**src/rtl/touch_gesture_recognizer_assert.svh**
```systemverilog
// assertion macros shared by the touch gesture recognizer modules
`ifndef TOUCH_GESTURE_RECOGNIZER_ASSERT_SVH
`define TOUCH_GESTURE_RECOGNIZER_ASSERT_SVH

`ifndef NO_ASSERTIONS
// condition holds at every clock edge out of reset
`define TGR_ASSERT_COMB(lbl, cond, msg) \
  lbl: assert property (@(posedge clk) disable iff (rst) (cond)) else $error(msg);
// consequent holds in the cycle after the antecedent
`define TGR_ASSERT_NEXT(lbl, ante, cons, msg) \
  lbl: assert property (@(posedge clk) disable iff (rst) (ante) |=> (cons)) else $error(msg);
`else
`define TGR_ASSERT_COMB(lbl, cond, msg)
`define TGR_ASSERT_NEXT(lbl, ante, cons, msg)
`endif

`endif

```
**src/rtl/tgr_pkg.sv**
```systemverilog
// shared types, constants and helpers of the touch gesture recognizer
package tgr_pkg;

  localparam int SLOT_COUNT = 10;
  localparam int IDX_W      = $clog2(SLOT_COUNT);
  localparam int CNT_W      = $clog2(SLOT_COUNT + 1);
  localparam int SUM_W      = 12 + CNT_W;
  localparam int CSTEP_W    = $clog2(SUM_W + 1);

  localparam logic [1:0] FN_DOWN = 2'd0;
  localparam logic [1:0] FN_MOVE = 2'd1;
  localparam logic [1:0] FN_UP   = 2'd2;
  localparam logic [1:0] FN_PROC = 2'd3;

  localparam logic [1:0] PH_BEGAN = 2'd0;
  localparam logic [1:0] PH_MOVED = 2'd1;
  localparam logic [1:0] PH_ENDED = 2'd2;

  localparam logic [1:0] K_TAP  = 2'd0;
  localparam logic [1:0] K_PAN  = 2'd1;
  localparam logic [1:0] K_LONG = 2'd2;
  localparam logic [1:0] K_NONE = 2'd3;

  localparam logic [2:0] CFG_WIDTH      = 3'd0;
  localparam logic [2:0] CFG_HEIGHT     = 3'd1;
  localparam logic [2:0] CFG_TAP_WIN    = 3'd2;
  localparam logic [2:0] CFG_SECOND_WIN = 3'd3;
  localparam logic [2:0] CFG_PAN_MIN    = 3'd4;
  localparam logic [2:0] CFG_LONG_PRESS = 3'd5;

  typedef struct packed {
    logic [31:0] finger;
    logic [23:0] start_xy;
    logic [31:0] start_time;
    logic [23:0] now_xy;
    logic [31:0] now_time;
    logic [1:0]  phase;
  } slot_rec_t;

  typedef struct packed {
    logic [1:0]  kind;
    logic [1:0]  phase;
    logic [3:0]  count;
    logic [11:0] x;
    logic [11:0] y;
  } gest_t;

  typedef struct packed {
    logic [1:0]       kind;
    logic [1:0]       phase;
    logic [CNT_W-1:0] count;
    logic [11:0]      x;
    logic [11:0]      y;
  } held_t;

  typedef struct packed {
    held_t            held;
    logic             sup;
    logic             over;
    logic [CNT_W-1:0] na;
    logic [CNT_W-1:0] ne;
    slot_rec_t        act0;
    slot_rec_t        act1;
    slot_rec_t        end0;
    logic [11:0]      an_x;
    logic [11:0]      an_y;
    logic [11:0]      as_x;
    logic [11:0]      as_y;
    logic [11:0]      en_x;
    logic [11:0]      en_y;
    logic [31:0]      s_lo;
    logic [31:0]      s_hi;
    logic [31:0]      e_lo;
    logic [31:0]      e_hi;
    logic [31:0]      now;
    logic [15:0]      tap_win;
    logic [15:0]      second_win;
    logic [11:0]      pan_min;
    logic [15:0]      long_press;
  } dec_in_t;

  typedef struct packed {
    held_t      held;
    logic       sup;
    gest_t      g0;
    gest_t      g1;
    logic [1:0] n;
    logic       clr_end;
    logic       upd_act;
  } dec_out_t;

  function automatic logic [11:0] xof(input logic [23:0] xy);
    return xy[23:12];
  endfunction

  function automatic logic [11:0] yof(input logic [23:0] xy);
    return xy[11:0];
  endfunction

  function automatic logic [3:0] sat_count(input logic [CNT_W-1:0] c);
    logic [3:0] r;
    if (int'(c) > 15) r = 4'd15;
    else r = 4'(c);
    return r;
  endfunction

  function automatic logic [11:0] absdiff12(input logic [11:0] a, input logic [11:0] b);
    return (a >= b) ? (a - b) : (b - a);
  endfunction

endpackage

```
**src/rtl/tgr_decide.sv**
```systemverilog
// gesture decision on the gathered sequence summary
module tgr_decide (
  input  tgr_pkg::dec_in_t  din,
  output tgr_pkg::dec_out_t dout
);
  import tgr_pkg::*;

  logic        quick;
  logic [31:0] tap_len;
  logic [12:0] lim;
  logic        swap;
  logic [31:0] s_start;
  logic [23:0] p_xy;
  logic        pan_hit;
  logic        long_hit;
  logic        spread_ok;
  held_t       h;
  gest_t       tap2;

  function automatic gest_t mk(input held_t g);
    gest_t r;
    r.kind  = g.kind;
    r.phase = g.phase;
    r.count = sat_count(g.count);
    r.x     = g.x;
    r.y     = g.y;
    return r;
  endfunction

  always_comb begin
    // secondary finger tap: short and nearly still
    tap_len = din.end0.now_time - din.end0.start_time;
    lim     = {din.pan_min, 1'b0};
    quick   = (tap_len <= {16'd0, din.second_win})
           && ({1'b0, absdiff12(xof(din.end0.now_xy), xof(din.end0.start_xy))} <= lim)
           && ({1'b0, absdiff12(yof(din.end0.now_xy), yof(din.end0.start_xy))} <= lim);
    swap    = din.act0.start_time > din.act1.start_time;
    s_start = swap ? din.act0.start_time : din.act1.start_time;
    p_xy    = swap ? din.act1.now_xy : din.act0.now_xy;
    pan_hit = (absdiff12(din.an_x, din.as_x) >= din.pan_min)
           || (absdiff12(din.an_y, din.as_y) >= din.pan_min);
    long_hit = (din.now - din.act0.start_time) >= {16'd0, din.long_press};
    spread_ok = (din.s_hi - din.s_lo <= {16'd0, din.tap_win})
             && (din.e_hi - din.e_lo <= {16'd0, din.tap_win});
    tap2.kind  = K_TAP;
    tap2.phase = PH_ENDED;
    tap2.count = 4'd2;
    tap2.x     = xof(din.act0.now_xy);
    tap2.y     = yof(din.act0.now_xy);
  end

  always_comb begin
    h            = din.held;
    dout.g0      = '0;
    dout.g1      = '0;
    dout.n       = 2'd0;
    dout.sup     = din.sup;
    dout.clr_end = 1'b0;
    dout.upd_act = 1'b0;
    if (din.held.kind == K_PAN || din.held.kind == K_LONG) begin
      if (din.held.phase != PH_ENDED) begin
        if (din.na == din.held.count && din.ne == '0) begin
          h.x     = din.an_x;
          h.y     = din.an_y;
          h.phase = PH_MOVED;
          dout.g0 = mk(h);
          dout.n  = 2'd1;
        end else if (din.held.count == CNT_W'(1) && din.na == CNT_W'(2)
                     && din.ne == '0) begin
          if (din.now - s_start > {16'd0, din.second_win}) begin
            h.phase      = PH_ENDED;
            dout.g0      = mk(h);
            dout.n       = 2'd1;
            h.kind       = K_NONE;
            dout.upd_act = 1'b1;
          end else begin
            h.phase = PH_MOVED;
            h.x     = xof(p_xy);
            h.y     = yof(p_xy);
            dout.g0 = mk(h);
            dout.n  = 2'd1;
          end
        end else if (din.held.count == CNT_W'(1) && din.na == CNT_W'(1)
                     && din.ne == CNT_W'(1)) begin
          dout.clr_end = 1'b1;
          h.phase      = PH_MOVED;
          h.x          = xof(din.act0.now_xy);
          h.y          = yof(din.act0.now_xy);
          if (quick) begin
            dout.g0  = tap2;
            dout.g1  = mk(h);
            dout.n   = 2'd2;
            dout.sup = 1'b1;
          end else begin
            dout.g0 = mk(h);
            dout.n  = 2'd1;
          end
        end else begin
          h.phase = PH_ENDED;
          dout.g0 = mk(h);
          dout.n  = 2'd1;
        end
      end
      if (h.phase == PH_ENDED && din.over) begin
        h.kind = K_NONE;
      end
    end else begin
      if (din.na == CNT_W'(1) && din.ne == CNT_W'(1)
          && din.end0.start_time > din.act0.start_time) begin
        dout.clr_end = 1'b1;
        if (quick) begin
          dout.g0  = tap2;
          dout.n   = 2'd1;
          dout.sup = 1'b1;
        end
      end else if (din.na == '0 && din.ne != '0) begin
        if (din.ne == CNT_W'(1) && din.sup) begin
          dout.sup = 1'b0;
        end else if (spread_ok) begin
          h.x     = din.en_x;
          h.y     = din.en_y;
          h.kind  = K_TAP;
          h.phase = PH_ENDED;
          h.count = din.ne;
          dout.g0 = mk(h);
          dout.n  = 2'd1;
          h.kind  = K_NONE;
        end
      end else if (din.na != '0 && din.ne == '0) begin
        if (pan_hit || long_hit) begin
          h.kind  = pan_hit ? K_PAN : K_LONG;
          h.phase = PH_BEGAN;
          h.count = din.na;
          h.x     = din.an_x;
          h.y     = din.an_y;
          dout.g0 = mk(h);
          dout.n  = 2'd1;
        end
      end
    end
    if (din.over) begin
      dout.sup = 1'b0;
    end
    dout.held = h;
  end

endmodule

```
**config.mk**
```make
export PLATFORM = sky130hd
export DESIGN_NAME = tgr_decide
export DESIGN_NICKNAME = d
export VERILOG_FILES = /design/src/rtl/touch_gesture_recognizer_assert.svh /design/src/rtl/tgr_pkg.sv /design/src/rtl/tgr_decide.sv
export SDC_FILE = /design/constraint.sdc
export NUM_CORES = 1
export LEC_CHECK = 0
export ABC_AREA = 1
export BUFFER_PORTS_ARGS = -buffer_cell sky130_fd_sc_hd__clkbuf_2
export CAP_MARGIN = 20
export CORE_AREA = 2 2 338 340
export DETAILED_ROUTE_END_ITERATION = 12
export DIE_AREA = 0 0 340 342
export GPL_TIMING_DRIVEN = 0
export PLACE_DENSITY = 0.52
export SLEW_MARGIN = 20
export SYNTH_ARGS = -nofsm -noshare
export SYNTH_HDL_FRONTEND = slang
export SYNTH_SLANG_ARGS = --single-unit
```
**constraint.sdc**
```tcl
create_clock -name vclk -period 13.6
set_input_delay 1.36 -clock vclk [all_inputs]
set_output_delay 1.36 -clock vclk [all_outputs]
set_load 0.005 [all_outputs]
```
== Yosys cells after proc, flatten, opt, wreduce, memory -nomap -nowiden ==
Index checks and enable logic that the tools add are counted.
Storage, ports and cells
  flip-flop bits (word level): 0
  bits in latches: 0
  bits in writable memories: 0
  bits in read-only memories: 0
  output and inout port bits: 101
  logic and storage cells: 134
  memories kept: 0
Cells by class
  add/subtract/negate cells: 13
  multipliers: 0
  divide/modulo/power cells: 0
  order comparisons: 15
  eq/ne operators: 9
  shift-type cells: 0
  mux-type cells: 76
  bitwise operators: 0
  reductions and logical operators: 21
Operator list (count)
  two-way mux 32 bit: 19
  two-way mux 24 bit: 7
  subtractor 32 bit: 5
  two-way mux 33 bit: 3
  less-or-equal comparator 32 x 16 -> 1 bit: 3
  subtractor 12 bit: 8
  two-way mux 30 bit: 3
  >= comparator 12 bit: 6
  two-way mux 69 bit: 1
  greater-than comparator 32 bit: 2
  two-way mux 12 bit: 4
  >= comparator 32 x 16 -> 1 bit: 1
  greater-than comparator 32 x 16 -> 1 bit: 1
  two-way mux 2 bit: 16
  less-or-equal comparator 12 x 13 -> 1 bit: 2
  two-way mux 1 bit: 18
  two-way mux 4 bit: 4
  logical AND 1 bit: 14
  equality test 4 x 1 -> 1 bit (second input constant): 3
  logical NOT 4 bit: 2
  nonzero test 4 bit: 2
  equality test 2 bit (second input constant): 2
  equality test 4 x 2 -> 1 bit (second input constant): 1
  equality test 4 bit: 1
  4 further kinds: 6

== Logic depth before layout (Yosys ltp) ==
  depth after elaboration: 13
  gate-level depth with buffers: 49
  mapped depth without buffers: 47

== Least setup slack after synthesis ==
Ideal clock, no wire load.
  path type: input -> output
  from: in din[527] (netlist bit)
  to: out dout[84] (netlist bit)
  arrival time: 6321 ps
  required time: 12240 ps
  path slack: 5919 ps
  cell stages on the path: 39
  buffers on the path: 4
  cell sequence: inv_1 > ha_1 > nand2_1 > nor2_1 > nand4_1 > nor2_1 > nand4_1 > nand2_1 > clkbuf_1 > clkbuf_1 > clkbuf_1 > nand2_1 > o21ai_0 > ha_1 > a21oi_1 > nor2_1 > nor2_1 > nand2_1 > [... 3 more ...] > xnor2_1 > ha_1 > nand2_1 > nor3_1 > nand3_1 > nand2_1 > nand2_1 > nor2_1 > nand3_1 > nor2_1 > nand3_1 > nor2_2 > nand4_4 > buf_2 > nand2_1 > nand3_1 > a21oi_1 > nand2_1
RTL lines
  start, declared: line tgr_decide.sv:3  | input tgr_pkg::dec_in_t din,
  end, declared: line tgr_decide.sv:4  | output tgr_pkg::dec_out_t dout

==> results.txt <==
The number of core rows is roughly 120. The number of primary I/O pins came out at 873. The starting DRC count in detailed routing came out at 2581.

In the final routed layout, each cell accounts on average for 20.2 µm. The net switching power came out at approximately 1 mW. For this run, the share of the core covered by cells in the final layout is 0.271. Synthesis handed over a netlist of just under 5k instances.

The design internal power came out at 0.519 mW. The wire length of the first global-routing pass came out at 204 mm. After legalization and detailed placement, the total HPWL measured 129 mm. The sequential share of power is 0. The startpoint identified for the worst hold timing path is din[624]. The switching portion of total power is 0.655. The library cell appearing most often on the critical path is sky130_fd_sc_hd__nand2_1. The final worst-path cycle share is 0.841.

The number of cells on the worst hold path came out at 4. The xor-xnor portion of the synthesized cell area is 0.0424. The clock network power share came out at 0. The total congestion overflow after global routing is 0. The final wirelength is 142 mm. In this run the tightest slew margin relative to its limit is 0.246. The final number of hold-violating endpoints is 0. The run finished with clean final reports.

For this configuration, the core starts out at a cell density of 0.225. The final setup violation count came out at 0. The post-cts hold buffer count came out at 0. The number of clock buffer instances in the layout came out at 0. The initial antenna violation count came out at 52. Dividing the detail-routed via count by the number of cells gives 4.76. The number of routed nets with antenna violations came out at 0.

Of the cells placed in the final design, the portion with a size suffix greater than 1 is 0.138. The routed layout has ~34k vias. Of the post-synthesis cell area, the part taken by muxes is 0.00477. The area of the multi-input gates is 21500 µm². The peak supply drop is about 0.000016 V.

By startpoint and endpoint, the worst setup path is classified as input pin to output pin. The leakage power is 18.6 nW. The via count of the first global-routing pass came out at 31.8k. In the routed design, unresolved DRC markers number 0. The instance area after placement came out at 30600 µm².

After synthesis, the largest family of logic cells by area is simple AND/OR/NAND/NOR gates. The area growth from synthesis to final layout is 20.6%. The required time of the critical path is 12240 ps. The largest net degree at the start of global routing is 11. The Yosys step of the flow raised 0 warnings.

The number of pins exceeding their max-slew limit in the final report is 0. The slowest stage of the critical path belongs to the cell sky130_fd_sc_hd__clkbuf_1. The top achievable clock speed came out at 0.0875 GHz.

The region available for standard cell placement spans 113000 µm². The sequential standard cell area came out at 0 µm². The count of filler cells inserted in the layout came out at between 10k and 15k.

For this run, the slowest stage of the critical path takes 880 ps. The share of the yosys chip area belonging to registers came out at 0. The tool flagged a number of max-cap violations equal to 0. The first detailed-routing pass took 6 iterations. Of the total power, combinational logic draws 1.000. STA classifies the critical path endpoint as an output pin. The worst setup path is launched from an input pin. In this run the horizontal extent of the chip is 340 µm. For the worst setup path, the data arrival time is 10070 ps.

During placement, the flow inserted port buffers numbering 655. The synthesized area per cell came out at 5.24 µm². The worst hold path belongs to the class input pin to output pin.

The transition time at the pin with the least slew margin came out at approximately 1100 ps. The number of instances resized during post-cts repair is 0. After routing the design area is slightly above 30000 µm². The count of distinct cell types in the synthesized netlist is 60. The setup fix buffers added after clock tree synthesis came out at 0. Of the total synthesized cell area, the portion taken by AND, OR, NAND and NOR gates is 0.428. For this run, the total global-route usage over all layers was measured as 0.233. The number of sequential storage elements came out at 0.

Setup repair after global routing left no endpoint under its margin. The adder-cell share of the synthesized area is 0.225. The complex-gate fraction of the synthesized area came out at 0.144. The summed instance area of the synthesized netlist is 25400 µm². The final-stage net count came out at 6732. The total negative setup slack came out at 0 ps. The die boundary height came out at 342 µm.

The worst hold path terminates at dout[10]. The die footprint came out at 116000 µm². The clock period minus final worst setup slack is 11430 ps. Dividing total power by cell area gives a power density of 49.1 nW/µm². The routability congestion estimate came out at about 1.0. The maximum net fanout on the critical path is 11.
[metal layers]
| metal | GRT usage | part of all wire | up-vias |
|---|---|---|---|
| met2 | 0.390 | 0.45 | 1308 |
| met5 | 0 | 0.0023 | - |
| met3 | 0.0419 | 0.084 | 216 |
| met1 | 0.309 | 0.44 | 15100 |
| li1 | - | - | 16800 |
| met4 | 0.0530 | 0.028 | 48 |
[through the flow]
| stage | hold WS [ps] | worst slack [ps] | total power, mW | cells |
|---|---|---|---|---|
| after floorplan | 2800 | 5920 | 0.962 | 4853 |
| after global placement | 3040 | 1910 | 1.48 | 7020 |
| after detailed placement | 3040 | 2380 | 1.49 | 7020 |
| after CTS | 3040 | 2330 | 1.50 | 7020 |
| after global routing | 3060 | 1650 | 1.69 | 7024 |
| final | 3040 | 2170 | 1.51 | 7040 |
[cells by family after synthesis]
group	Yosys count
AND/OR/NAND/NOR	2554
buffers and inverters	1030
AO/OA/AOI/OAI	680
adder cells (fa/ha/maj)	450
XOR/XNOR	123
multiplexers	12
other	1
[worst max-delay path, delay by kind of cell]
kind                       cells  cell delay (ps)
xor gates and xnor gates       1              100
and+or+nand+nor               21             3710
buffers and inverters          8             2900
AOI/OAI and AO/OA              4              910
adders and majority gates      3             1000
[Yosys cell counts, drive strengths merged (2+ instances only)]
cell type / instances / area share
o221ai: 5 / 0.0017
o21bai: 27 / 0.0080
a221oi: 8 / 0.0028
a21o: 9 / 0.0027
a21oi: 358 / 0.071
a31oi: 10 / 0.0025
o211ai: 11 / 0.0032
buf: 34 / 0.0086
nand2: 1526 / 0.23
nand3b: 18 / 0.0053
nand3: 340 / 0.067
and3: 4 / 0.00098
a21boi: 2 / 0.00059
mux2i: 11 / 0.0043
o21a: 5 / 0.0015
o21ai: 226 / 0.045
o22ai: 3 / 0.00074
inv: 943 / 0.14
nand4: 134 / 0.038
ha: 437 / 0.21
or2: 30 / 0.0074
clkbuf: 52 / 0.0077
and2: 7 / 0.0017
o2111ai: 3 / 0.0010
a211oi: 7 / 0.0021
nor4: 8 / 0.0020
xnor2: 31 / 0.011
xor2: 92 / 0.032
nor3: 68 / 0.015
fa: 13 / 0.010
nor2: 417 / 0.063
[power groups by stage]
stage / clock network [mW] / logic [mW] / registers (mW)
2_1_floorplan: 0 / 0.962 / 0
4_1_cts: 0 / 1.50 / 0
3_5_place_dp: 0 / 1.49 / 0
3_3_place_gp: 0 / 1.48 / 0
5_1_grt: 0.0000000394 / 1.69 / 0
6_report: 0.0000000296 / 1.51 / 0
[how the worst max path moves through the flow]
stage	from	to	slack, ps	depth (start not counted)
after global placement	din[517]	dout[91]	1910	40
after floorplan	din[527]	dout[84]	5920	39
after global routing	din[517]	dout[91]	1650	39
final	din[517]	dout[91]	2170	37
after detailed placement	din[517]	dout[91]	2380	40
after CTS	din[517]	dout[91]	2330	40
[cell type report]
| type | instances | area share |
|---|---|---|
| Timing Repair Buffer | 655 | 0.107 |
| Multi-Input combinational cell | 3823 | 0.701 |
| Inverter | 944 | 0.116 |
| Tap cell | 1512 | 0.0617 |
| Antenna cell | 20 | 0.00163 |
| Buffer | 86 | 0.0135 |
[cells in the final DEF (no fill, tap or decap), types with 16 or more instances in the layout]
cell type                  synthesis  layout
sky130_fd_sc_hd__nand3b_1         18      18
sky130_fd_sc_hd__nand3_1         337     337
sky130_fd_sc_hd__buf_2            16      16
sky130_fd_sc_hd__nand2_1        1513    1513
sky130_fd_sc_hd__clkbuf_2          0     656
sky130_fd_sc_hd__o21bai_1         27      27
sky130_fd_sc_hd__ha_1            437     437
sky130_fd_sc_hd__nor2_1          404     403
sky130_fd_sc_hd__diode_2           0      20
sky130_fd_sc_hd__xor2_1           92      92
sky130_fd_sc_hd__nor3_1           62      62
sky130_fd_sc_hd__a21oi_1         355     355
sky130_fd_sc_hd__nand4_1         118     118
sky130_fd_sc_hd__clkbuf_1         52      51
sky130_fd_sc_hd__o21ai_0         221     220
sky130_fd_sc_hd__inv_1           937     937
sky130_fd_sc_hd__xnor2_1          31      31
(Power assumes the default switching activity.)
