### src/rtl/touch_gesture_recognizer_assert.svh
// assertion macros shared by the touch gesture recognizer modules
`ifndef TOUCH_GESTURE_RECOGNIZER_ASSERT_SVH
`define TOUCH_GESTURE_RECOGNIZER_ASSERT_SVH

`ifndef NO_ASSERTIONS
// condition holds at every clock edge out of reset
`define TGR_ASSERT_COMB(lbl, cond, msg) \
  lbl: assert property (@(posedge clk) disable iff (rst) (cond)) else $error(msg);
// consequent holds in the cycle after the antecedent
`define TGR_ASSERT_NEXT(lbl, ante, cons, msg) \
  lbl: assert property (@(posedge clk) disable iff (rst) (ante) |=> (cons)) else $error(msg);
`else
`define TGR_ASSERT_COMB(lbl, cond, msg)
`define TGR_ASSERT_NEXT(lbl, ante, cons, msg)
`endif

`endif

### src/rtl/tgr_pkg.sv
// shared types, constants and helpers of the touch gesture recognizer
package tgr_pkg;

  localparam int SLOT_COUNT = 10;
  localparam int IDX_W      = $clog2(SLOT_COUNT);
  localparam int CNT_W      = $clog2(SLOT_COUNT + 1);
  localparam int SUM_W      = 12 + CNT_W;
  localparam int CSTEP_W    = $clog2(SUM_W + 1);

  localparam logic [1:0] FN_DOWN = 2'd0;
  localparam logic [1:0] FN_MOVE = 2'd1;
  localparam logic [1:0] FN_UP   = 2'd2;
  localparam logic [1:0] FN_PROC = 2'd3;

  localparam logic [1:0] PH_BEGAN = 2'd0;
  localparam logic [1:0] PH_MOVED = 2'd1;
  localparam logic [1:0] PH_ENDED = 2'd2;

  localparam logic [1:0] K_TAP  = 2'd0;
  localparam logic [1:0] K_PAN  = 2'd1;
  localparam logic [1:0] K_LONG = 2'd2;
  localparam logic [1:0] K_NONE = 2'd3;

  localparam logic [2:0] CFG_WIDTH      = 3'd0;
  localparam logic [2:0] CFG_HEIGHT     = 3'd1;
  localparam logic [2:0] CFG_TAP_WIN    = 3'd2;
  localparam logic [2:0] CFG_SECOND_WIN = 3'd3;
  localparam logic [2:0] CFG_PAN_MIN    = 3'd4;
  localparam logic [2:0] CFG_LONG_PRESS = 3'd5;

  typedef struct packed {
    logic [31:0] finger;
    logic [23:0] start_xy;
    logic [31:0] start_time;
    logic [23:0] now_xy;
    logic [31:0] now_time;
    logic [1:0]  phase;
  } slot_rec_t;

  typedef struct packed {
    logic [1:0]  kind;
    logic [1:0]  phase;
    logic [3:0]  count;
    logic [11:0] x;
    logic [11:0] y;
  } gest_t;

  typedef struct packed {
    logic [1:0]       kind;
    logic [1:0]       phase;
    logic [CNT_W-1:0] count;
    logic [11:0]      x;
    logic [11:0]      y;
  } held_t;

  typedef struct packed {
    held_t            held;
    logic             sup;
    logic             over;
    logic [CNT_W-1:0] na;
    logic [CNT_W-1:0] ne;
    slot_rec_t        act0;
    slot_rec_t        act1;
    slot_rec_t        end0;
    logic [11:0]      an_x;
    logic [11:0]      an_y;
    logic [11:0]      as_x;
    logic [11:0]      as_y;
    logic [11:0]      en_x;
    logic [11:0]      en_y;
    logic [31:0]      s_lo;
    logic [31:0]      s_hi;
    logic [31:0]      e_lo;
    logic [31:0]      e_hi;
    logic [31:0]      now;
    logic [15:0]      tap_win;
    logic [15:0]      second_win;
    logic [11:0]      pan_min;
    logic [15:0]      long_press;
  } dec_in_t;

  typedef struct packed {
    held_t      held;
    logic       sup;
    gest_t      g0;
    gest_t      g1;
    logic [1:0] n;
    logic       clr_end;
    logic       upd_act;
  } dec_out_t;

  function automatic logic [11:0] xof(input logic [23:0] xy);
    return xy[23:12];
  endfunction

  function automatic logic [11:0] yof(input logic [23:0] xy);
    return xy[11:0];
  endfunction

  function automatic logic [3:0] sat_count(input logic [CNT_W-1:0] c);
    logic [3:0] r;
    if (int'(c) > 15) r = 4'd15;
    else r = 4'(c);
    return r;
  endfunction

  function automatic logic [11:0] absdiff12(input logic [11:0] a, input logic [11:0] b);
    return (a >= b) ? (a - b) : (b - a);
  endfunction

endpackage

### src/rtl/tgr_div.sv
// two-lane restoring divider for the centroid sums, one bit per cycle
`include "touch_gesture_recognizer_assert.svh"
module tgr_div (
  input  logic                     clk,
  input  logic                     rst,
  input  logic                     start,
  input  logic [tgr_pkg::SUM_W-1:0] num_x,
  input  logic [tgr_pkg::SUM_W-1:0] num_y,
  input  logic [tgr_pkg::CNT_W-1:0] den,
  output logic                     done,
  output logic [tgr_pkg::SUM_W-1:0] quo_x,
  output logic [tgr_pkg::SUM_W-1:0] quo_y
);
  import tgr_pkg::*;

  logic               busy;
  logic [CSTEP_W-1:0] cnt;
  logic [SUM_W-1:0]   nx;
  logic [SUM_W-1:0]   ny;
  logic [CNT_W-1:0]   rx;
  logic [CNT_W-1:0]   ry;
  logic [CNT_W-1:0]   dd;
  logic [CNT_W:0]     tx;
  logic [CNT_W:0]     ty;
  logic               bx;
  logic               by;

  always_comb begin
    tx = {rx, nx[SUM_W-1]};
    ty = {ry, ny[SUM_W-1]};
    bx = (tx >= {1'b0, dd});
    by = (ty >= {1'b0, dd});
  end

  always_ff @(posedge clk) begin
    if (rst) begin
      busy <= 1'b0;
      done <= 1'b0;
      cnt  <= '0;
    end else begin
      if (start) begin
        busy <= 1'b1;
        done <= 1'b0;
        cnt  <= CSTEP_W'(SUM_W);
        nx   <= num_x;
        ny   <= num_y;
        rx   <= '0;
        ry   <= '0;
        dd   <= den;
      end else if (busy) begin
        nx   <= {nx[SUM_W-2:0], bx};
        ny   <= {ny[SUM_W-2:0], by};
        rx   <= bx ? CNT_W'(tx - {1'b0, dd}) : CNT_W'(tx);
        ry   <= by ? CNT_W'(ty - {1'b0, dd}) : CNT_W'(ty);
        cnt  <= cnt - CSTEP_W'(1);
        done <= (cnt == CSTEP_W'(1));
        if (cnt == CSTEP_W'(1)) begin
          busy <= 1'b0;
        end
      end else begin
        done <= 1'b0;
      end
    end
  end

  assign quo_x = nx;
  assign quo_y = ny;

  `TGR_ASSERT_NEXT(a_done_single, done, !done, "divider done held over two cycles")

endmodule

### config.mk
export PLATFORM = sky130hd
export DESIGN_NAME = tgr_div
export DESIGN_NICKNAME = d
export VERILOG_FILES = /design/src/rtl/tgr_pkg.sv /design/src/rtl/tgr_div.sv
export VERILOG_INCLUDE_DIRS = /design/src /design/src/rtl
export SDC_FILE = /design/constraint.sdc
export NUM_CORES = 1
export LEC_CHECK = 0
export ABC_AREA = 1
export BUFFER_PORTS_ARGS = -buffer_cell sky130_fd_sc_hd__buf_2
export CELL_PAD_IN_SITES_DETAIL_PLACEMENT = 0
export CELL_PAD_IN_SITES_GLOBAL_PLACEMENT = 2
export CORE_UTILIZATION = 28
export CTS_CLUSTER_SIZE = 10
export DETAILED_ROUTE_END_ITERATION = 6
export GPL_TIMING_DRIVEN = 0
export PLACE_DENSITY = 0.78
export SKIP_LAST_GASP = 1
export SYNTH_ARGS = -nofsm -noshare
export SYNTH_HDL_FRONTEND = slang
export SYNTH_SLANG_ARGS = --single-unit
### constraint.sdc
create_clock -name clk -period 3.1 [get_ports clk]
set_input_delay 0.155 -clock clk [delete_from_list [all_inputs] [get_ports clk]]
set_output_delay 0.155 -clock clk [all_outputs]
set_load 0.02 [all_outputs]
# Yosys cells after proc, flatten, opt, wreduce, memory -nomap -nowiden
# Index checks and enable logic that the tools add are counted.
[totals]
out_inout_bits = 33
regBits = 51
wordCells = 35
input_bits = 39
[classes]
n_reduce_logical = 5
eq_ne = 1
mux = 13
n_bitwise = 2
n_addsub = 3
magnitude_cmp = 2
[op_table]
columns = ["op", "count"]
rows = [
  ["2-to-1 mux 16 bit", 4],
  ["2-to-1 mux 4 bit", 4],
  [">= comparator 5 x 4 -> 1 bit", 2],
  ["2-to-1 mux 5 bit", 2],
  ["subtractor 4 bit", 2],
  ["== test 5 x 1 -> 1 bit (second input constant)", 1],
  ["subtractor 5 x 1 -> 5 bit (second input constant)", 1],
  ["AND reduction 2 bit", 2],
  ["2-to-1 mux 1 bit", 3],
  ["OR reduction 3 bit", 1],
  ["inverter 1 bit", 2],
  ["nonzero test 2 bit", 1],
  ["OR reduction 2 bit", 1],
]

# Longest topological paths before layout
# Gate-level depths: netlist of the first run.
[logic_depth]
depth_word = 4
ltp_mapped = 10
depth_no_buf = 10

# Least setup slack after synthesis of the first run
# OpenSTA, ideal clock, no wires.
[synth_timing]
path_type = "reg-to-reg"
startpoint = "reg busy"
endpoint = "reg nx[0] (netlist: quo_x[0]), enable pin"
setup_slack_ps = 202
required_ps = 2647
t_arrival_ps = 2445
synth_period_minus_slack_ps = 2898
setup_time_ps = 453
n_path_buf = 0
stages_incl_launch_ff = 3
cell_sequence = "dfxtp_1 > inv_1 > a21oi_1"
[synth_between]
elab_chain_cells = 2
[synth_lines]
columns = ["item", "line", "source"]
rows = [
  ["start, declared", "tgr_div.sv:16", "logic busy;"],
  ["start signal, assigned", "tgr_div.sv:37", "busy <= 1'b0;"],
  ["start signal, assigned", "tgr_div.sv:42", "busy <= 1'b1;"],
  ["start signal, assigned", "tgr_div.sv:58", "busy <= 1'b0;"],
  ["nonzero test 2 bit (no line)", "--", ""],
  ["AND reduction 2 bit (no line)", "--", ""],
  ["end signal, assigned", "tgr_div.sv:45", "nx <= num_x;"],
  ["end signal, assigned", "tgr_div.sv:51", "nx <= {nx[SUM_W-2:0], bx};"],
  ["end, declared", "tgr_div.sv:18", "logic [SUM_W-1:0] nx;"],
]
# No other way between the ends.
# A chain may end at the register's enable or synchronous reset.

# Worst setup path after layout of the first run
[layout_timing]
startpoint = "reg busy"
endpoint = "reg nx[7] (netlist: quo_x[7]), enable pin"
# The elaborated chain is that of the path after synthesis.

==> qor.csv, run 1 <==
metric,value,unit
critPathKind,register to register,
clock-sinks,51,
crit_path_end_kind,register,
die_y,96.5,µm
power_frac_comb,0.193,
max_freq,573,MHz
netSwitchingPower,455,µW
slowest_stage,a21oi_4,
clockRootBuffer,clkbuf_8,
synthFlopType,edfxtp_1,
arrival,1760,ps
via_count,1961,
power_density,517,nW/µm²
min_period,1750,ps
finalWeightedCongestion,0.733,
hold_viol,0,
clock_latency,310,ps
synth_edf_count,44,
max_slew.worst_pin.slew,813,ps
grt_usage,0.133,
skew,9.22,ps
rsz0062_at_grt,false,
grt_max_degree,23,
floorplan.rows,34,
ys_seq_area_frac,0.585,
syn_avg_cell_area,9.57,µm²
cp_max_fo,22,
crit_chain,inv_1 -> a21oi_4 -> buf_16,
min_path_type,input port to register,
drc_errors,0,
wl_per_cell,13.1,µm
hpwlAfterDp,4270,µm
clkPwrFrac,0.291,
dp_slack,1320,ps
grt.overflow.total,0,
worstSetupStartpointType,register,
ant_nets,0,
io_buffers,70,
ctsResizeCount,0,
drt_iter0_markers,45,
via_per_inst,4.38,
drv_slew,0,
fin_nets,390,
cts_buffers,5,
peakVddDrop,0.203,mV
synth_nets,312,
leakagePower,1.48,nW
cp.required,3120,ps
pin_count,72,
p_seq_frac,0.516,
h-tree-depth,2,
synth_cell_type_count,26,
async_reset_ff_frac,0,
final_util,0.361,
worst_setup_hold_path_clk_slew,100,ps
status,completed,
cts_setup_buffers,0,
die_w,96.5,µm
netSwitchingFraction,0.281,
finalCritPeriodShare,0.563,
drive_gt1_frac,0.285,
initial_utilization,0.288,
fin_ws,1350,ps
synth-seq-cells,51,
cts_hold_repair.buffers,0,
drv_cap,0,
netlist_area,2500,µm²
synth_warnings,0,
drt_wl_total,5860,µm
antenna_found_initial,0,
syn2layout_area_growth,25.3,%
fp.coreArea,8680,µm²
finalSetupTns,0,ps
internal_power,1.16,mW
setup_violations,0,
maxSlewHeadroom,0.457,
grt_pass1_wl,9350,µm
antenna_cells,0,
cts_tree,built,
grt_pass1_vias,1890,
critPathMaxStageDelay,670,ps
synthCells,261,
firstDrtPassIters,4,
die-area,9310,µm²
clock_path_buffers,2,
==> cell type report <==
type                            instances  area, µm²
Buffer                                  8       42.5
Clock buffer                            5       68.8
Clock inverter                          3       38.8
Fill cell                             928       5550
Inverter                               19       71.3
Multi-Input combinational cell        183        935
Sequential cell                        51       1460
Tap cell                              108        135
Timing Repair Buffer                   71        378
==> worst max-delay path, delay by kind of cell (launching register included) <==
family	cells	cell delay, ps
compound gates	1	670
buf+inv	2	360
flops	1	410
==> synth_stat cells, types with 3 or more instances <==
cell	count	share of area
a21boi_1	4	0.012
a21oi_1	4	0.0080
a31oi_1	3	0.0075
buf_2	4	0.0080
clkbuf_1	3	0.0045
dfxtp_1	7	0.056
edfxtp_1	44	0.53
ha_1	10	0.050
inv_1	16	0.024
inv_2	3	0.0045
nand2_1	108	0.16
nand2_2	3	0.0075
nand3_1	14	0.028
nor2_1	21	0.032
==> cells in the final DEF, fill, tap and decap left out, drive strengths merged <==
cell    count
o21a        1
o21ai       2
clkbuf      8
buf        76
bufinv      1
xor2        2
inv        19
a21boi      4
nor3        2
a21oi       6
nor2       21
a211oi      1
nand3      14
nand2     112
ha         10
fa          2
dfxtp       7
clkinv      2
nor3b       1
a31oi       3
and3        1
edfxtp     44
or2         1
==> cell families (layout without fill, tap and decap cells) <==
family,Yosys count,count (layout),synth area share
simple gates,152,152,0.249
flops,51,51,0.585
buf+inv,27,106,0.0456
compound gates,17,17,0.0476
fa+ha+maj,12,12,0.0661
xor+xnor,2,2,0.00701
==> metrics by stage <==
stage | cells | cell area (µm²) | power, mW | hold WS, ps
2_1_floorplan | 261 | 2500 | 1.06 | 224
3_3_place_gp | 439 | 2980 | 1.16 | 344
3_5_place_dp | 440 | 3020 | 1.17 | 335
4_1_cts | 448 | 3130 | 1.64 | 21.9
5_1_grt | 448 | 3130 | 1.71 | 18.8
6_report | 448 | 3130 | 1.62 | 29.3
==> metal layers <==
layer,wire (µm),global-route usage,vias to the layer above,part of all wire
li1,-,-,1008,-
met4,77,0.0404,0,0.013
met1,2830,0.182,902,0.48
met3,301,0.0290,6,0.051
met2,2650,0.210,45,0.45
met5,0,0,-,0
==> power groups by stage <==
stage                     combinational (mW)  clock, mW  sequential (mW)
after detailed placement               0.315          0            0.850
after floorplan                        0.178          0            0.882
after CTS                              0.318      0.487            0.836
after global routing                   0.356      0.506            0.843
final                                  0.313      0.470            0.835
after global placement                 0.305          0            0.854
==> final timing paths <==
kind                              from  endpoint  slack, ps  depth (start not counted)
worst min-delay path            den[2]     dd[2]         30                          1
worst max register to register    busy  quo_x[7]       1350                          3
worst max-delay path              busy  quo_x[7]       1350                          3
worst min register to register  cnt[4]    cnt[4]        500                          2
==> sequential cells by signal (all words and copies together), names as in the netlist <==
register / flops
busy: 1
ry: 4
cnt: 5
rx: 4
quo_y: 16
dd: 4
quo_x: 16
done: 1
Note: power is estimated with default switching activity, not from simulation.
==> inputs of run 2 (changes only) <==
- clock period: 3.1 -> 1.6 ns (I/O delays scaled with it)
==> run 2 against run 1 <==
The flow now finishes with violations (negative setup slack). Routed wire length grew 6.3%. Global-route usage grew 0.85 points. Die area is the same. Worst setup slack lost 1400 ps. Core utilization grew 2.3 points. Via count grew 3.2%. Clock skew grew 6.5 ps. Sequential share of layout area shrank 2.8 points. Fmax grew 8.7%. Largest power group unchanged.
==> qor.csv, run 2 (synthesis gave the netlist of run 1 again) <==
metric,value,unit
fp.coreArea,8680,µm²
firstDrtPassIters,5,
holdCritStartpoint,num_x[6],
crit_path_end_kind,register,
internal_power,2.17,mW
leakagePower,1.52,nW
skew,15.7,ps
peakVddDrop,0.329,mV
min_period,1610,ps
pin_count,72,
via_per_inst,4.41,
met2_usage,0.211,
ant_nets,0,
min_path_cells,3,
min_to,quo_x[6],
layout_common_cells,"102 x nand2_1, 74 x buf_2, 44 x edfxtp_1, 21 x nor2_1, 13 x inv_1",
drv_slew,0,
use_met3,0.0407,
cp.required,1690,ps
max_slew.worst_pin.slew,485,ps
grt_pass1_wl,9760,µm
r2r_cells,4,
hpwlAfterDp,4040,µm
dp_cells,439,
die_w,96.5,µm
floorplan.rows,34,
finalWeightedCongestion,0.763,
initial_utilization,0.288,
drive_gt1_frac,0.359,
h-tree-depth,2,
clock_latency,320,ps
drv_cap,0,
clkPwrFrac,0.258,
p_seq_frac,0.515,
setup_violations,3,
worstSetupStartpointType,register,
clock-sinks,51,
finalCritPeriodShare,1.00,
power_density,947,nW/µm²
wl_per_cell,13.6,µm
busiest_layer,met2,
grt.overflow.total,0,
max_freq,623,MHz
status,finished with violations,
die-area,9310,µm²
cts_buffers,5,
drt_wl_total,6230,µm
grt_usage,0.141,
drt_iter0_markers,90,
r2r_start,dd[0],
arrival,1690,ps
dp_slack,-427,ps
rrSetupSlack,-5,ps
r2r-end,ry[1],
antenna_cells,0,
failed_checks,negative setup slack,
drc_errors,0,
grt_pass1_vias,1911,
min_path_type,input port to register,
critPathKind,register to register,
netSwitchingFraction,0.311,
final_util,0.384,
finalSetupTns,-9.19,ps
power.total,3.15,mW
via_count,2024,
gr-usage-met1,0.200,
fin_nets,401,
instances_no_fill,459,
die_y,96.5,µm
grt_max_degree,18,
rsz0062_at_grt,true,
cp_max_fo,2,
cts_tree,built,
worst_setup_hold_path_clk_slew,110,ps
io_buffers,70,
final_common_cell,nand2_1,
antenna_found_initial,0,
syn2layout_area_growth,33.2,%
clock_path_buffers,2,
hold_viol,0,
fin_ws,-5.01,ps
maxSlewHeadroom,0.676,
netSwitchingPower,980,µW
power_frac_comb,0.227,
clockRootBuffer,clkbuf_8,
run 2: cell types whose count changed in the layout (fill, tap and decap cells not counted), moves of 4 or more:
cell,previous run,this run
a21oi_4,1,6
dlygate4sd3_1,0,4
ha_4,0,4
nand2_2,3,8
nand2_1,108,102
a21boi_2,0,4
ha_1,10,5
a21boi_1,4,0
buf_4,0,5
run 2: power by group through the flow:
stage / clock network [mW] / logic, mW / registers, mW
finish: 0.813 / 0.717 / 1.62
CTS: 0.829 / 0.653 / 1.62
floorplan: 0 / 0.354 / 1.71
detailed placement: 0 / 0.602 / 1.65
global route: 0.897 / 0.805 / 1.63
global placement: 0 / 0.601 / 1.65
run 2: final cells by class:
| cell class | count | area, µm² |
|---|---|---|
| flip-flops and latches | 51 | 1460 |
| plain buffers | 8 | 42.5 |
| clock inverters | 3 | 22.5 |
| fillers | 952 | 5350 |
| inverters | 19 | 71.3 |
| repair buffers | 79 | 428 |
| clock buffers | 5 | 68.8 |
| well taps | 108 | 135 |
| multi-input cells | 186 | 1100 |
run 2: worst max-delay path, stage by stage (launching register included):
cell and delay (ps):
edfxtp_1 480, ha_4 210, fa_2 510, a21boi_2 140, nor2_1 50
run 2: what timing repair did:
item                                   4_1_cts  5_1_grt
setup endpoints to repair                   50       19
hold buffers                                 4        0
buffers inserted                             2        3
pin swaps                                    2       13
endpoints found under the hold margin        4        0
resized for setup                            5       19
gates cloned                                 3        0
run 2: worst max-delay path by stage:
| stage | from | end | slack (ps) | cells after the start |
|---|---|---|---|---|
| floorplan | busy | quo_x[0] | 9 | 2 |
| global placement | busy | quo_x[8] | -410 | 2 |
| detailed placement | busy | quo_x[3] | -430 | 2 |
| CTS | busy | quo_y[9] | -30 | 2 |
| global route | dd[2] | ry[2] | -90 | 8 |
| finish | dd[0] | ry[1] | -5 | 4 |
run 2: metrics by stage:
stage | area, µm² | hold WS [ps]
4_1_cts | 3220 | 22.7
3_3_place_gp | 3010 | 268
5_1_grt | 3330 | 18.5
6_report | 3330 | 23.0
3_5_place_dp | 3010 | 260
2_1_floorplan | 2520 | 149
run 2: metal layers:
metal,part of all wire,vias to the layer above
met4,0.010,0
li1,-,1040
met3,0.047,6
met1,0.49,930
met2,0.46,48
met5,0,-
==> inputs of run 3 (changes only) <==
- CORE_UTILIZATION: 28 -> 33
- PLACE_DENSITY: 0.78 -> 0.86
- clock period: 1.6 -> 2.1 ns (I/O delays scaled with it)
==> run 3 against run 2 <==
Combinational power decreased by 35%. Critical endpoint unchanged. The run now ends clean. Routed wire length decreased by 11%. Sequential share of layout area increased by 2.6 points. First-iteration DRC count decreased by 30%. Register-to-register slack improved by 440 ps. Die area decreased by 15%. Critical path type unchanged. Clock skew decreased by 6.3 ps. Fmax decreased by 3.7%. Largest power group unchanged.
==> qor.csv, run 3 (synthesis gave the netlist of run 1 again) <==
metric,value,unit
via_count,1938,
drc_errors,0,
netSwitchingPower,659,µW
setup_violations,0,
finalWeightedCongestion,0.740,
cp_max_fo,7,
min_path_type,input port to register,
final_common_cell,nand2_1,
status,completed,
grt.overflow.total,0,
via_per_inst,4.37,
worst_setup_hold_path_clk_slew,90,ps
max_freq,600,MHz
clock-sinks,51,
ant_nets,0,
grt_pass1_wl,8730,µm
grt_max_degree,28,
clockRootBuffer,clkbuf_8,
wl_per_cell,12.5,µm
h-tree-depth,2,
fp.coreArea,7290,µm²
arrival,1730,ps
clkPwrFrac,0.263,
layout_common_cells,"108 x nand2_1, 74 x buf_2, 44 x edfxtp_1, 21 x nor2_1, 16 x inv_1",
die_w,89.0,µm
hold_viol,0,
power_frac_comb,0.202,
crit_path_end_kind,register,
drv_cap,0,
clock_path_buffers,2,
die-area,7920,µm²
finalCritPeriodShare,0.794,
dp_cells,431,
p_seq_frac,0.535,
drv_slew,0,
critPathKind,register to register,
ctsResizeCount,0,
finalSetupTns,0,ps
worstSetupStartpointType,register,
antenna_cells,0,
hpwlAfterDp,4020,µm
netSwitchingFraction,0.287,
antenna_found_initial,0,
drive_gt1_frac,0.282,
firstDrtPassIters,4,
maxSlewHeadroom,0.618,
cp.required,2170,ps
io_buffers,70,
cts_setup_buffers,0,
peakVddDrop,0.286,mV
floorplan.rows,31,
drt_wl_total,5550,µm
power_density,733,nW/µm²
fin_nets,394,
instances_no_fill,443,
hold_slack,51.8,ps
internal_power,1.64,mW
pin_count,72,
leakagePower,1.48,nW
rsz0062_at_grt,false,
grt_pass1_vias,1825,
initial_utilization,0.343,
max_slew.worst_pin.slew,573,ps
syn2layout_area_growth,25.6,%
clock_latency,310,ps
grt_usage,0.148,
drt_iter0_markers,63,
skew,9.39,ps
cts_tree,built,
die_y,89.0,µm
cts_buffers,5,
min_period,1670,ps
[run 3: worst paths after layout]
path	slack [ps]	cells after the start	startpoint	end
worst max-delay path	430	7	dd[1]	ry[1]
worst min-delay path	50	2	rst	cnt[4]
worst max register to register	430	7	dd[1]	ry[1]
worst min register to register	490	2	cnt[4]	cnt[4]
[run 3: through the flow]
stage	setup slack (ps)	area, µm²	power [mW]	utilization
final	433	3140	2.30	0.431
after CTS	396	3140	2.33	0.431
after global routing	293	3140	2.42	0.431
after detailed placement	451	3000	1.72	0.412
after global placement	-651	2980	1.70	0.408
after floorplan	28.1	2500	1.56	-
[run 3: worst max-delay path: stages, from the launching register on]
cell and delay (ps):
edfxtp_1 450, inv_1 110, ha_1 320, nand2_2 60, o21ai_2 170, inv_2 90, a21boi_1 160, nor2_1 60
[run 3: what timing repair did]
item | in CTS | in global routing
endpoints found under the setup margin | 0 | 0
endpoints found under the hold margin | 4 | 0
hold buffers | 4 | 0
[run 3: power by group through the flow]
stage,combinational [mW],sequential (mW),clock (mW)
3_5_place_dp,0.464,1.25,0
5_1_grt,0.528,1.24,0.651
6_report,0.464,1.23,0.605
3_3_place_gp,0.448,1.26,0
4_1_cts,0.472,1.23,0.622
2_1_floorplan,0.263,1.30,0
[run 3: metal layers]
layer	global-route usage	wire length [µm]	up-vias
met1	0.201	2670	881
li1	-	-	1016
met4	0.0519	87	0
met2	0.236	2580	34
met5	0	0	-
met3	0.0295	213	7
[run 3: cell type report]
type,instances,area [µm²]
clock inverters,1,8.76
multi-input cells,183,935
flip-flops and latches,51,1460
well taps,99,124
fillers,780,4150
repair buffers,75,410
inverters,19,71.3
plain buffers,8,42.5
clock buffers,7,86.3
